`src/hw/rtl/krq_pkg.sv`:
```
package krq_pkg;

	localparam int DEF_TRACK_COUNT     = 8;
	localparam int DEF_SLOTS_PER_TRACK = 8;
	localparam int DEF_PRIORITY_BITS   = 16;

	// Width of positions and counts handed to the cells; holds values up to 511.
	localparam int CNT_W = 9;

	localparam logic [3:0] M_ENQUEUE   = 4'd0;
	localparam logic [3:0] M_APPEND    = 4'd1;
	localparam logic [3:0] M_POP_NEXT  = 4'd2;
	localparam logic [3:0] M_POP_FOCUS = 4'd3;
	localparam logic [3:0] M_MARK_ATT  = 4'd4;
	localparam logic [3:0] M_SET_COMM  = 4'd5;
	localparam logic [3:0] M_CLR_QUEUE = 4'd6;
	localparam logic [3:0] M_CLR_ATT   = 4'd7;
	localparam logic [3:0] M_QUERY     = 4'd8;

	typedef enum logic [2:0] {
		OP_HOLD,
		OP_WRITE,
		OP_SETPRIO,
		OP_SHIFT,
		OP_SORT
	} cell_op_t;

	typedef struct packed {
		logic [2:0]  track;
		logic [2:0]  slot;
		logic [15:0] prio;
	} entry_t;

	typedef struct packed {
		cell_op_t         op;
		logic [CNT_W-1:0] pos;
		logic             phase;
		entry_t           fresh;
	} cell_cmd_t;

	typedef struct packed {
		logic [CNT_W-1:0] count;
		logic [2:0]       track;
		logic [2:0]       slot;
	} cell_look_t;

	typedef struct packed {
		logic [3:0]  mode;
		logic [2:0]  track;
		logic [2:0]  slot;
		logic [15:0] priority_req;
		logic        has_payload;
		logic        needs_load;
		logic        flag_value;
	} req_t;

	typedef struct packed {
		logic        ok;
		logic [2:0]  out_track;
		logic [2:0]  out_slot;
		logic [15:0] out_priority;
		logic [6:0]  queue_count;
		logic        is_queued;
		logic        focus_pending;
	} res_t;

endpackage

```
`src/hw/rtl/krq_cell.sv`:
```
module krq_cell #(
	parameter int IDX = 0
) (
	input  logic                clk,
	input  krq_pkg::cell_cmd_t  cmd,
	input  krq_pkg::cell_look_t look,
	input  krq_pkg::entry_t     left,
	input  krq_pkg::entry_t     right,
	output krq_pkg::entry_t     entry,
	output logic                match
);
	import krq_pkg::*;

	localparam logic [CNT_W-1:0] ME = CNT_W'(IDX);

	entry_t e_q;
	logic   occ;
	logic   swap;

	// In a sort phase the cell pairs with its right neighbor when its index parity
	// equals the phase, else with its left one. Swapping only on strictly greater
	// keeps equal priorities in their order.
	always_comb begin
		occ = ME < look.count;
		if (ME[0] == cmd.phase) begin
			swap = ((ME + CNT_W'(1)) < look.count) && (e_q.prio > right.prio);
		end else begin
			swap = (IDX > 0) && occ && (left.prio > e_q.prio);
		end
	end

	always_ff @(posedge clk) begin
		case (cmd.op)
			OP_WRITE: begin
				if (ME == cmd.pos) e_q <= cmd.fresh;
			end
			OP_SETPRIO: begin
				if (ME == cmd.pos) e_q.prio <= cmd.fresh.prio;
			end
			OP_SHIFT: begin
				if (ME >= cmd.pos) e_q <= right;
			end
			OP_SORT: begin
				if (swap) e_q <= (ME[0] == cmd.phase) ? right : left;
			end
			default: begin
			end
		endcase
	end

	assign entry = e_q;
	assign match = occ && (e_q.track == look.track) && (e_q.slot == look.slot);

endmodule
```
`config.mk`:
```
export PLATFORM = sky130hd
export DESIGN_NAME = krq_cell
export DESIGN_NICKNAME = d
export VERILOG_FILES = /design/src/hw/rtl/krq_pkg.sv /design/src/hw/rtl/krq_cell.sv
export SDC_FILE = /design/constraint.sdc
export NUM_CORES = 1
export LEC_CHECK = 0
export ABC_AREA = 1
export BUFFER_PORTS_ARGS = -buffer_cell sky130_fd_sc_hd__buf_2
export CAP_MARGIN = 20
export CORE_ASPECT_RATIO = 1.5
export CORE_UTILIZATION = 46
export DETAILED_ROUTE_END_ITERATION = 10
export PLACE_DENSITY = 0.85
export SLEW_MARGIN = 20
export SYNTH_ARGS = -nofsm -noshare
export SYNTH_HDL_FRONTEND = slang
export SYNTH_SLANG_ARGS = --single-unit
```
`constraint.sdc`:
```
create_clock -name clk -period 4.26 [get_ports clk]
set_clock_uncertainty 0.1 [all_clocks]
set_input_delay 1.065 -clock clk [delete_from_list [all_inputs] [get_ports clk]]
set_output_delay 1.065 -clock clk [all_outputs]
set_load 0.01 [all_outputs]
```
# Word level (Yosys, flattened, before mapping)
# Index checks and enable logic that the tools add are counted.
[classes]
order_cmp = 4
n_eq_ne = 10
n_mux = 8
reduce_logical = 8
[ops]
columns = ["op", "count"]
rows = [
  ["$mux 22", 4],
  ["$pmux 16 s4", 1],
  ["$lt 1x9->1 const A", 2],
  ["$pmux 6 s3", 1],
  ["$gt 16x16->1", 1],
  ["$mux 16", 1],
  ["$ge 1x9->1 const A", 1],
  ["$logic_not 9->1", 1],
  ["$ne 2x2->1 const B", 4],
  ["$eq 3x2->1 const B", 2],
  ["$eq 3x3->1", 2],
  ["$reduce_and 5->1", 1],
  ["$reduce_and 4->1", 1],
  ["$reduce_bool 4->1", 1],
  ["$eq 3x1->1 const B", 1],
  ["$eq 3x3->1 const B", 1],
  ["$logic_and 1x1->1", 3],
  ["$reduce_bool 3->1", 1],
  ["$mux 1", 1],
]
[totals]
register_bits = 22
in_bits = 95
output_inout_bits = 23

# Depth between registers and ports, before layout
[logic_depth]
word_depth = 5
ltp_mapped = 13
ltp_nobuf = 13

# Worst setup path before layout
# OpenSTA, ideal clock, no wires.
[synth_timing]
path_type = "in2out"
startpoint = "input look[0] (netlist bit)"
endpoint = "output match"
arrival_time_ns = 1.709
required_ns = 3.095
setup_slack_ns = 1.386
path_stages = 3
path_buffers = 0
cell_sequence = "xnor2_1 > o21ai_0 > nor4_1"
[synth_between]
elab_chain_len = 2
[synth_lines]
columns = ["item", "line", "source"]
rows = [
  ["from (decl)", "krq_cell.sv:6", "input krq_pkg::cell_look_t look,"],
  ["$eq 3x3->1", "krq_cell.sv:52", "assign match = occ && (e_q.track == look.track) && (e_q.slot == look.slot);"],
  ["$logic_and 1x1->1", "krq_cell.sv:52", ""],
  ["to (decl)", "krq_cell.sv:10", "output logic match"],
]
# No other way between the ends.

# Worst setup path in the final report
# Ends and elaborated chain as after synthesis.

==> impl.org <==
** CTS
- Sinks on the clock net :: 22
- CTS tree :: built
- Clock-pin slew was measured on the worst setup and hold paths at around 0.080 ns.
- TritonCTS created 3 clock buffers.
- In this run the number of H-tree levels came out at 1.
- Max Buffers Root-to-Sink :: 2
- Hold-fix buffer count after cts :: 0
- The root buffer cell chosen for the clock tree is sky130_fd_sc_hd__clkbuf_8.
- Post-CTS sizing :: 0
- The number of setup buffers added after CTS is 0.
- Clk Latency, worst-skew pair :: between 0.2 and 0.3 ns

** Setup path
- The number of buffers and inverters on the critical path is 2.
- Category of cells accounting for the largest share of critical-path delay :: buffers and inverters
- Kind of critical path :: in2out
- The signal on the critical path passes through buf_2 > xnor2_1 > o21ai_0 > nor4_1 > buf_2.
- Capture point of the worst reg-to-reg path :: entry[8]$_DFFE_PP_
- The worst register-to-register path has a setup slack of 1.96 ns.
- In this design, the stage delay of the slowest critical-path cell is around 0.24 ns.
- The startpoint identified for the worst register-to-register timing path is entry[7]$_DFFE_PP_.
- For the worst setup path, the data required time is around 3 ns.
- Max Fanout on Critical Path :: 1
- Kind of launch point of the worst setup path :: input port
- Worst Reg-to-Reg Cells :: 8
- Crit path DAT :: 1.83 ns
- Highest-delay cell along the critical path :: sky130_fd_sc_hd__nor4_1
- The worst setup path is captured at an output port.
- Most used cell along the critical path :: sky130_fd_sc_hd__buf_2

** Placed design
- OpenSTA, run right after detailed placement, puts the worst setup slack at 1.024 ns.
- Count of input and output buffers :: 117
- Routability-driven placement finished with a final weighted congestion of ~0.78.
- Final HPWL DP :: 4.074 mm

** Hold path
- Counting instances, the worst hold path has a depth of 3.
- End point of the worst hold path :: entry[17]$_DFFE_PP_
- Source of the worst hold timing path :: cmd[17]
- Tightest Hold Check Type :: in2reg

** Routing
- Post-DR wirelength/cell :: between 10 and 15 µm
- Using the TritonRoute via totals, the vias-per-cell ratio works out to around 5.2.
- Remaining design rule violation count :: 0
- The pre-antenna-repair detailed-routing pass consisted of 5 iterations.
- Routed via count :: 2024
- The detail route stage leaves a number of antenna-violating nets equal to 0.
- Total length of routed wires :: ~5.1 mm
- Initial DRC Count :: 36

** Yosys
- The synthesized netlist contains 24 unique library cells.
- Averaged over all synthesized cells, the footprint is between 7 and 8 µm².
- Net count of the mapped netlist :: 343
- After synthesis the netlist holds a flip-flop and latch count of 22.
- Warnings, synthesis :: 0
- Netlist area before placement :: 0.001807 mm²
- Counting every instance in the synthesized netlist gives about 230.
- Part of the Yosys area used for sequential elements :: 0.3657

** GRT
- Entering global routing, the biggest net connects 33 pins.
- Aggregate global-route resource usage :: 0.2500
- The number of global-route vias before repair came to approximately 1.9k.
- Total grt overflow :: 0
- The initial antenna violation count came to 0.
- First-pass GRT wire length :: between 7 and 8 mm

** Final layout
- Number of antenna cells inserted :: 0
- Net count reported at finish :: about 460
- Area grow syn2layout :: 35.39%
- The register with the most flip-flops in the layout has 22 of them.
- In the final layout, the share of cells above drive strength 1 is 0.3786.
- Number of filler cells placed in the layout :: around 360

** Power and ir drop
- For this design the static power due to leakage is around 1.3 nW.
- Power per unit of standard cell area :: roughly 210 mW/mm²
- The worst-case IR drop observed on VDD is roughly 0.13 mV.

** Timing
- The worst pin sits at a relative slew slack of 0.5366.
- After routing, the total negative slack on setup checks comes to 0 ns.
- Transition time at the pin with the least slew margin :: approximately 0.69 ns
- Setup slack closes at about 1.3 ns.
- Of the available clock period, the critical path in the final layout requires 0.7028.
- Final hold violation count :: 0
- The tightest hold path in the finished design has a slack of about 0.98 ns.
- The final number of max-transition violations came to 0.
- Based on the critical path, the design can be clocked at up to between 300 and 400 MHz.
- Setup repair after global routing left no endpoint under its margin.
- Setup violations remaining at the end of the flow were counted as 0.
- Final critical delay including setup and external delays :: around 3.0 ns

** Floorplan
- The die is 78.76 µm tall.
- Row Count :: 27
- approximately 120 I/O pins were placed.
- The die is around 53 µm wide.
- Die area :: between 0.004 and 0.005 mm²
- Placeable core area :: around 0.0037 mm²
- For this configuration, the core starts out at a cell density of 0.4862.

** Status
- Status :: finished clean

** Job
- Number of maximum-capacitance constraint violations :: 0
[cells in the mapped netlist]
cell,n,area share
sky130_fd_sc_hd__nor2_1,16,0.033
sky130_fd_sc_hd__buf_2,3,0.0083
sky130_fd_sc_hd__a21oi_1,6,0.017
sky130_fd_sc_hd__buf_6,2,0.012
sky130_fd_sc_hd__nor4_1,1,0.0035
sky130_fd_sc_hd__o211ai_1,15,0.062
sky130_fd_sc_hd__nand2_1,64,0.13
sky130_fd_sc_hd__nand3_1,26,0.072
sky130_fd_sc_hd__clkbuf_1,2,0.0042
sky130_fd_sc_hd__xnor2_1,4,0.019
sky130_fd_sc_hd__nor2_4,1,0.0062
sky130_fd_sc_hd__o21ai_0,10,0.028
sky130_fd_sc_hd__a21o_1,1,0.0042
sky130_fd_sc_hd__o211ai_2,3,0.021
sky130_fd_sc_hd__nand4_1,2,0.0069
sky130_fd_sc_hd__inv_2,2,0.0042
sky130_fd_sc_hd__inv_1,28,0.058
sky130_fd_sc_hd__nor2_2,1,0.0035
sky130_fd_sc_hd__nand2_4,1,0.0062
sky130_fd_sc_hd__edfxtp_1,22,0.37
sky130_fd_sc_hd__nor3_1,2,0.0055
sky130_fd_sc_hd__nand2_2,3,0.010
sky130_fd_sc_hd__xor2_1,1,0.0048
sky130_fd_sc_hd__ha_1,16,0.11
[worst reg2reg max path: stages, from the launching register on]
cell and delay (ns):
sky130_fd_sc_hd__edfxtp_1 0.40, sky130_fd_sc_hd__ha_1 0.30, sky130_fd_sc_hd__nand2_1 0.09, sky130_fd_sc_hd__nor2_1 0.17, sky130_fd_sc_hd__nand4_1 0.11, sky130_fd_sc_hd__nor2_1 0.17, sky130_fd_sc_hd__nor2_1 0.06, sky130_fd_sc_hd__nand2_1 0.08
sky130_fd_sc_hd__nand2_1 0.41
[layout by cell type, fill, tap and decap left out, types with 2 or more instances in the layout]
master / count
sky130_fd_sc_hd__o211ai_2: 3
sky130_fd_sc_hd__nand2_2: 3
sky130_fd_sc_hd__edfxtp_1: 22
sky130_fd_sc_hd__nand3_1: 26
sky130_fd_sc_hd__nand2_1: 64
sky130_fd_sc_hd__clkbuf_8: 3
sky130_fd_sc_hd__nor2_1: 16
sky130_fd_sc_hd__o211ai_1: 15
sky130_fd_sc_hd__nand4_1: 2
sky130_fd_sc_hd__inv_2: 2
sky130_fd_sc_hd__buf_2: 117
sky130_fd_sc_hd__o21ai_0: 10
sky130_fd_sc_hd__xnor2_1: 4
sky130_fd_sc_hd__ha_1: 16
sky130_fd_sc_hd__a21oi_1: 6
sky130_fd_sc_hd__nor3_1: 2
sky130_fd_sc_hd__inv_1: 28
[cells by family after synthesis]
logic type,after synthesis,share of synthesized area
compound gates,35,0.1316
xor+xnor,5,0.02424
fa+ha+maj,16,0.1108
simple gates,117,0.2805
buf+inv,37,0.08726
flops,22,0.3656
[worst max path at each step]
stage                  from             endpoint  depth (start not counted)
CTS                 look[0]                match                          5
global placement    cmd[32]  entry[15]$_DFFE_PP_                         10
global route        cmd[32]  entry[11]$_DFFE_PP_                         10
floorplan           look[0]                match                          3
detailed placement  cmd[32]  entry[11]$_DFFE_PP_                         10
finish              look[0]                match                          5
[power breakdown]
part | switching [mW] | total [mW] | internal [mW]
registers | 0.00144 | 0.245 | 0.244
clock network | 0.0743 | 0.139 | 0.0646
logic | 0.0686 | 0.130 | 0.0615
[final cells by class]
cell class              count  area, µm²  share of cell area
clock buffers               3      41.29             0.01688
flip-flops and latches     22      660.6              0.2701
inverters                  30      112.6             0.04604
well taps                  43      53.80             0.02199
multi-input cells         173      988.4              0.4041
repair buffers            117      585.6              0.2394
clock inverters             1      3.754            0.001535
[routing by layer]
layer	vias to the layer above	wire length, µm	track usage
li1	1013	-	-
met1	920	1942	0.2738
met2	86	2793	0.4785
met3	5	268	0.01341
met4	0	74	0.09211
met5	-	0	0
[per-stage QoR]
stage / power, mW / util / instance area (µm²) / std cells
floorplan: 0.3212 / - / 1807 / 232
global placement: 0.3745 / 0.6461 / 2401 / 385
detailed placement: 0.3796 / 0.6461 / 2401 / 385
CTS: 0.5128 / 0.6582 / 2446 / 389
global route: 0.5359 / 0.6582 / 2446 / 389
finish: 0.5145 / 0.6582 / 2446 / 389
Power figures use the tool's default switching activity.
